File: config.mk
export PLATFORM = sky130hd
export DESIGN_NAME = nsfc_framer
export DESIGN_NICKNAME = d
export VERILOG_FILES = /design/src/nsfc_pkg.sv /design/src/nsfc_framer.sv
export SDC_FILE = /design/constraint.sdc
export NUM_CORES = 1
export LEC_CHECK = 0
export BUFFER_PORTS_ARGS = -buffer_cell sky130_fd_sc_hd__clkbuf_2
export CAP_MARGIN = 20
export CORE_MARGIN = 3
export CORE_UTILIZATION = 53
export CTS_CLUSTER_SIZE = 20
export DETAILED_ROUTE_END_ITERATION = 8
export GPL_TIMING_DRIVEN = 0
export PLACE_DENSITY = 0.74
export SETUP_SLACK_MARGIN = 0.1
export SYNTH_ARGS = -nofsm -noshare
export SYNTH_HDL_FRONTEND = slang
export SYNTH_SLANG_ARGS = --single-unit
File: constraint.sdc
create_clock -name clk -period 15.1 [get_ports clk]
set_input_delay 3.02 -clock clk [delete_from_list [all_inputs] [get_ports clk]]
set_output_delay 3.02 -clock clk [all_outputs]
set_load 0.02 [all_outputs]
File: src/nsfc_pkg.sv
// ----------------------------------------------------------------------------
// nsfc_pkg
// shared constants, codes and types of the nmea sentence framer checker
// ----------------------------------------------------------------------------
`default_nettype none

package nsfc_pkg;

  localparam int TAG_LEN  = 5;
  localparam int BODY_MAX = 128;

  localparam int BYTE_W = 8;
  localparam int CFG_W  = 40;
  localparam int TAG_W  = TAG_LEN * 8;
  localparam int TC_W   = $clog2(TAG_LEN + 1);
  localparam int BC_W   = $clog2(BODY_MAX + 1);
  localparam int ST_W   = 3;

  localparam logic [CFG_W-1:0] EXPECTED_TAG_RST = 40'h4750474741;

  // ascii codes
  localparam logic [BYTE_W-1:0] CH_DOLLAR = 8'h24;
  localparam logic [BYTE_W-1:0] CH_STAR   = 8'h2A;
  localparam logic [BYTE_W-1:0] CH_COMMA  = 8'h2C;
  localparam logic [BYTE_W-1:0] HEX_ALPHA = 8'd65;
  localparam logic [BYTE_W-1:0] HEX_OFS_A = 8'd55;
  localparam logic [BYTE_W-1:0] HEX_OFS_D = 8'd48;

  // status codes
  localparam logic [ST_W-1:0] ST_OK       = 3'd0;
  localparam logic [ST_W-1:0] ST_WRONG_TAG = 3'd1;
  localparam logic [ST_W-1:0] ST_BAD_CSUM = 3'd2;
  localparam logic [ST_W-1:0] ST_NO_FIX   = 3'd3;
  localparam logic [ST_W-1:0] ST_OVERFLOW = 3'd4;

  typedef struct packed {
    logic              valid;
    logic [ST_W-1:0]   status;
    logic [BYTE_W-1:0] xor_sum;
  } nsfc_result_t;

endpackage

`default_nettype wire

File: src/nsfc_framer.sv
// ----------------------------------------------------------------------------
// nsfc_framer
// sentence state, running xor and status decision for one byte per step
// ----------------------------------------------------------------------------
`default_nettype none

module nsfc_framer
  import nsfc_pkg::*;
(
  input  wire logic              clk,
  input  wire logic              rst,
  input  wire logic              step,
  input  wire logic [BYTE_W-1:0] byte_in,
  input  wire logic [CFG_W-1:0]  expected_tag,
  output nsfc_result_t           res
);

  localparam logic [1:0] PH_SEARCH = 2'd0;
  localparam logic [1:0] PH_TAG    = 2'd1;
  localparam logic [1:0] PH_BODY   = 2'd2;

  logic [1:0]        phase, phase_next;
  logic [TAG_W-1:0]  tag_shift, tag_shift_next;
  logic [TC_W-1:0]   tag_count, tag_count_next;
  logic [BC_W-1:0]   body_count, body_count_next;
  logic [BYTE_W-1:0] running_xor, running_xor_next;
  logic              star_seen, star_seen_next;
  logic              after_star, after_star_next;
  logic [3:0]        high_nibble, high_nibble_next;
  logic              time_empty, time_empty_next;

  logic [TAG_W-1:0]  tag_ref;
  logic [BYTE_W-1:0] hex_val;
  logic [BYTE_W-1:0] chk;
  logic              pos_one;

  function automatic logic [BYTE_W-1:0] hex_value(input logic [BYTE_W-1:0] b);
    hex_value = b - ((b >= HEX_ALPHA) ? HEX_OFS_A : HEX_OFS_D);
  endfunction

  assign tag_ref = TAG_W'(expected_tag);
  assign hex_val = hex_value(byte_in);
  assign chk     = running_xor - {high_nibble, 4'b0000} - hex_val;
  assign pos_one = star_seen ? (body_count == '0 && !after_star)
                             : (body_count == BC_W'(1));

  always_comb begin
    phase_next       = phase;
    tag_shift_next   = tag_shift;
    tag_count_next   = tag_count;
    body_count_next  = body_count;
    running_xor_next = running_xor;
    star_seen_next   = star_seen;
    after_star_next  = after_star;
    high_nibble_next = high_nibble;
    time_empty_next  = time_empty;
    res              = '0;

    if (step) begin
      case (phase)
        PH_TAG: begin
          if (byte_in == CH_DOLLAR) begin
            tag_shift_next   = '0;
            tag_count_next   = '0;
            running_xor_next = '0;
          end else begin
            tag_shift_next   = {tag_shift[TAG_W-BYTE_W-1:0], byte_in};
            running_xor_next = running_xor ^ byte_in;
            tag_count_next   = tag_count + TC_W'(1);
            if (tag_count == TC_W'(TAG_LEN - 1)) begin
              phase_next = PH_BODY;
            end
          end
        end
        PH_BODY: begin
          if (byte_in == CH_DOLLAR && !(star_seen && after_star)) begin
            // restart half received sentence
            phase_next       = PH_TAG;
            tag_shift_next   = '0;
            tag_count_next   = '0;
            body_count_next  = '0;
            running_xor_next = '0;
            star_seen_next   = 1'b0;
            after_star_next  = 1'b0;
            high_nibble_next = '0;
            time_empty_next  = 1'b0;
          end else begin
            if (pos_one) begin
              time_empty_next = (byte_in == CH_COMMA);
            end
            if (!star_seen) begin
              if (byte_in == CH_STAR) begin
                star_seen_next  = 1'b1;
                after_star_next = 1'b0;
              end else begin
                running_xor_next = running_xor ^ byte_in;
                if (body_count < BC_W'(BODY_MAX)) begin
                  body_count_next = body_count + BC_W'(1);
                end
              end
            end else if (!after_star) begin
              high_nibble_next = hex_val[3:0];
              after_star_next  = 1'b1;
            end else begin
              res.valid   = 1'b1;
              res.xor_sum = running_xor;
              if (tag_shift != tag_ref) begin
                res.status = ST_WRONG_TAG;
              end else if (body_count > BC_W'(BODY_MAX - 3)) begin
                res.status = ST_OVERFLOW;
              end else if (chk != '0) begin
                res.status = ST_BAD_CSUM;
              end else if (time_empty_next) begin
                res.status = ST_NO_FIX;
              end else begin
                res.status = ST_OK;
              end
              phase_next = PH_SEARCH;
            end
          end
        end
        default: begin
          phase_next = PH_SEARCH;
          if (byte_in == CH_DOLLAR) begin
            phase_next       = PH_TAG;
            tag_shift_next   = '0;
            tag_count_next   = '0;
            body_count_next  = '0;
            running_xor_next = '0;
            star_seen_next   = 1'b0;
            after_star_next  = 1'b0;
            high_nibble_next = '0;
            time_empty_next  = 1'b0;
          end
        end
      endcase
    end
  end

  always_ff @(posedge clk) begin
    if (rst) begin
      phase       <= PH_SEARCH;
      tag_shift   <= '0;
      tag_count   <= '0;
      body_count  <= '0;
      running_xor <= '0;
      star_seen   <= 1'b0;
      after_star  <= 1'b0;
      high_nibble <= '0;
      time_empty  <= 1'b0;
    end else begin
      phase       <= phase_next;
      tag_shift   <= tag_shift_next;
      tag_count   <= tag_count_next;
      body_count  <= body_count_next;
      running_xor <= running_xor_next;
      star_seen   <= star_seen_next;
      after_star  <= after_star_next;
      high_nibble <= high_nibble_next;
      time_empty  <= time_empty_next;
    end
  end

endmodule

`default_nettype wire

[After elaboration in Yosys (flattened, before gate mapping)]
Cells that the tools add are included.
Operators by class
  add/subtract/negate cells: 5
  $lt $le $gt $ge: 3
  equality and inequality tests: 18
  multiplexer cells: 57
  bitwise operators: 2
  reductions and logical operators: 16
Operators by type and width (count)
  $mux W40: 3
  $pmux W40 S2: 1
  $mux W8: 9
  $mux W12: 5
  $ne A40 B40 Y1: 1
  $pmux W8 S2: 2
  $eq A8 B6 Y1 const B: 3
  $mux W3: 6
  $ne A3 B3 Y1 const B: 6
  $mux W4: 4
  $sub A8 B8 Y8: 2
  $mux W1: 14
  $mux W2: 7
  $reduce_and A5 Y1: 2
  $add A8 B1 Y8 const B: 1
  $eq A8 B1 Y1 const B: 1
  $ge A8 B7 Y1 const B: 1
  $gt A8 B7 Y1 const B: 1
  $logic_not A8 Y1: 1
  $lt A8 B8 Y1 const B: 1
  $pmux W4 S2: 1
  $reduce_and A4 Y1: 2
  $reduce_bool A8 Y1: 1
  $sub A8 B6 Y8: 1
  other kinds (17): 25
Word-level totals
  flip-flop bits (word level): 68
  bits of input ports: 51
  logic and storage cells: 110

[Depth between registers and ports, before layout]
  word-level depth: 16
  mapped depth: 20
  mapped depth without buffers: 19

[Worst setup path after synthesis]
No wires, ideal clock.
  path type: input to output
  from: input port byte_in[3]
  to: output port res[8] in the netlist's numbering
  data arrival time: 7.078 ns
  data required time: 12.080 ns
  path slack: 5.002 ns
  stages on the path: 20
  cell sequence: clkbuf_1 nor3_1 nand2_1 a21o_1 inv_1 ha_1 nor2b_1 o21ai_1 nand2b_1 xnor2_1 ha_1 inv_1 ha_1 a21boi_1 or3_1 a21oi_2 xnor2_1 or4_1 or3_1 o21ai_2
RTL lines
  from (decl): line nsfc_framer.sv:13  | input wire logic [BYTE_W-1:0] byte_in,
  to (decl): line nsfc_framer.sv:15  | output nsfc_result_t res

==> metrics list <==
- Post-Place Cell Area: around 4500 sq um
- Pin placement for this block handled 63 I/O pins.
* Port Buf Inserts: 60
- Fraction of registers with async set or reset after synthesis: 0
* Unrepaired setup endpoints after global routing: no
* Relative slew slack: 0.471
* Endpoint class of the critical path: output pin
- From bottom edge to top edge, the die measures approximately 94 um.
* Global placer's final weighted congestion: 0.810
- Clock tree synthesis inserted a total of 9 buffers.
- Detailed placement ended at an HPWL of 7.30 mm.
* CP max FO: 8
* Lkg Pwr: 2.12 nW
- Hold crit path type: register to register
- The number of nets in the synthesized netlist is 548.
- The mapped netlist covers 4070 sq um.
* Total Routing Usage GR: 0.224
- Simple-gate share of the synthesized area: 0.205
- The initial antenna violation count is 0.
- Clock tree synthesis found a total of just under 70 sinks.
- CP Class: input pin to output pin
* Max-slew violation total from the final report: 0
- In this run the remaining antenna-violating nets after routing total 0.
- Compared with the post-synthesis result, the final layout area differs by 15.9%.
- Slew at the pin closest to its max-slew limit: ~0.79 ns
- Number of detailed-route iterations in the first pass: 4
* Hold Violations, Final: 0
- Clock insertion delay at the later pin of the skew report: between 0.3 and 0.4 ns
* Effective utilization at floorplan: 0.555
- Most frequent cells in the layout: nor2_1 (83), dfxtp_1 (68), clkbuf_2 (60), xnor2_1 (48), mux2i_1 (37)
- Critical Path Source Type: input pin
* Number of cell rows: 31
- Horizontal die dimension: 93.6 um
- Final setup violation count: 0
- The floorplan step defined a die boundary enclosing 8760 sq um.
- TritonCTS built the clock tree.
* Via count of the first global-routing pass: 3419
- Compound-gate portion of the synthesized area: 0.0892
- The share of the Yosys chip area taken by registers is 0.335.
- Once the clock tree was built, the resizer swapped 0 gates to a different size.
- Across all hold checks on the routed design, the worst slack comes to 0.498 ns.
- Wires add up to 9.38 mm.
* Number of different library cells in the post-synthesis netlist: 52
* Post-Route Skew: 0.00768 ns
* Worst endpoint required time: roughly 12 ns
* Total vias in the final route: 3465
- Count of non-filler cells in the finished layout: 647
- Clk root buf: clkbuf_8
* Post-CTS Setup Bufs: 0
* Total non-filler cell area in the finished layout: 4710 sq um
* Average wire per standard cell: roughly 15 um
- Number of levels the H-tree was split into: 3
- Adder-cell share of the synthesized area: 0.0862
- Number of design-rule violations left by the first detailed-router iteration: 171
- Buffers inserted to repair hold after CTS numbered 0.
- Leading cell type in the layout, fill and taps excluded: nor2_1
- Of the available clock period, the critical path in the final layout requires 0.710.
- After synthesis, the largest family of logic cells by area is simple AND/OR/NAND/NOR gates.
- The synthesized design contains 68 register bits.
- The most used flip-flop cell after synthesis is dfxtp_1.
- After technology mapping, the gate count stands at 472.
- In the routed layout, each cell is associated on average with a via count of 5.36.
- Count of flip-flops with a built-in enable after synthesis: 0
- In this run the power density over the cells is 87.6 nW/um^2.
- Number of warnings reported in the yosys synthesis log: 0
- Counting the fill cells in the layout gives 617.
- Number of buffers on the longest clock path: 2
- Summed over all layers, the global routing overflow is 0.
- Clock-pin slew was measured on the worst setup and hold paths at 0.07 ns.
- Proportion of layout cells with a drive suffix above 1: 0.168
- IR drop worst, VDD: between 0.06 and 0.07 mV
- Entering global routing, the biggest net connects 13 pins.
- Mean Syn Cell Area: 8.62 sq um
* Drc violations: 0
* Arrival time of data at the critical path endpoint: between 7 and 8 ns
- After routing, the total negative slack on setup checks comes to 0 ns.
- After layout, the minimum clock period comes to 10.72 ns.
* Placed cells: 631
* Fraction of post-synthesis cell area in the top cell type by area: 0.335
- Xor/xnor cell area share of the yosys netlist: 0.148
- The run finished with clean final reports.
* Number of violations of the max-capacitance limit: 0
* Core footprint: about 7300 sq um
- By area the synthesized netlist is led by dfxtp_1 (33%), xnor2_1 (10%), mux2i_1 (9.1%), nor2_1 (7.7%), ha_1 (6.2%).
- The biggest area contributor in the post-synthesis netlist is dfxtp_1.
* Wire length of the first global-routing pass: 15.6 mm
* F_max: 0.0932 GHz
- For this run, the post-layout net count is 619.
- 0 antenna diodes ended up in the layout.
- Core occupancy in the finished layout: 0.643
- Of the post-synthesis cell area, the part taken by muxes is 0.0938.
flip-flops by register name, summed over array words and instances (netlist names):
register	cells
phase	2
time_empty	1
tag_shift	40
after_star	1
running_xor	8
star_seen	1
high_nibble	4
tag_count	3
body_count	8
cell families (layout without fill, tap and decap cells):
family / count (synthesis) / in the layout
compound gates: 57 / 57
xor+xnor: 67 / 67
fa+ha+maj: 25 / 25
buf+inv: 44 / 120
flops: 68 / 68
mux: 38 / 38
simple gates: 173 / 173
where the power goes:
part / internal, mW / switching (mW)
logic: 0.0300 / 0.0346
registers: 0.179 / 0.0000521
clock network: 0.0975 / 0.0715
total: 0.307 / 0.106
synth_stat cells (3+ instances only):
master and number:
inv_1 25, and3_1 5, nand3b_1 3, ha_1 20, and2_1 4, mux2i_1 37, a31oi_1 3, nor4b_1 3
nor2_1 83, a22oi_1 5, xnor2_1 48, nor3_1 6, nand2b_1 3, clkbuf_1 6, nor2b_1 6, fa_1 5
nand3_1 5, nand2_1 29, nor4_1 5, nand4_1 10, dfxtp_1 68, or3_1 5, buf_2 8, o21ai_1 11
a21oi_1 18, buf_1 3, xor2_1 18
critical path: stages:
cell and delay (ns):
clkbuf_1 0.19, nor3_1 0.54, nand2_1 0.12, a21o_1 0.22, inv_1 0.12, ha_1 0.24
nor2b_1 0.13, o21ai_1 0.16, nand2b_1 0.12, xnor2_1 0.28, ha_1 0.29, inv_1 0.06
ha_1 0.25, a21boi_1 0.15, or3_1 0.34, a21oi_2 0.16, xnor2_1 0.08, or4_1 0.57
or3_1 0.38, o21ai_2 0.12, clkbuf_2 0.18
metrics by stage:
step / power [mW] / setup WS (ns)
floorplan: 0.229 / 5.00
global placement: 0.246 / 4.52
detailed placement: 0.248 / 4.44
CTS: 0.415 / 4.43
global route: 0.430 / 4.00
finish: 0.413 / 4.38
final cells by class:
class                           instances  area [sq um]  area share
Tap cell                               99           124      0.0263
Clock inverter                          6          86.3      0.0183
Buffer                                 17          73.8      0.0157
Clock buffer                           10           138      0.0292
Multi-Input combinational cell        360          2530       0.537
Timing Repair Buffer                   60           300      0.0637
Inverter                               27           101      0.0215
Sequential cell                        68          1360       0.289
path summary, 6_finish.rpt:
path,start,to,slack (ns),cells after the start
hold reg to reg,time_empty,time_empty,0.50,2
hold / removal,time_empty,time_empty,0.50,2
setup / recovery,byte_in[3],res[8],4.38,21
setup reg to reg,phase[1],body_count[4],12.60,8
metal layers:
layer	wire length, um	up-vias	global-route usage
li1	-	1737	-
met1	4430	1656	0.303
met2	4460	66	0.366
met3	412	6	0.0531
met4	83	0	0.0493
met5	0	-	0
Note: power is estimated with default switching activity, not from simulation.
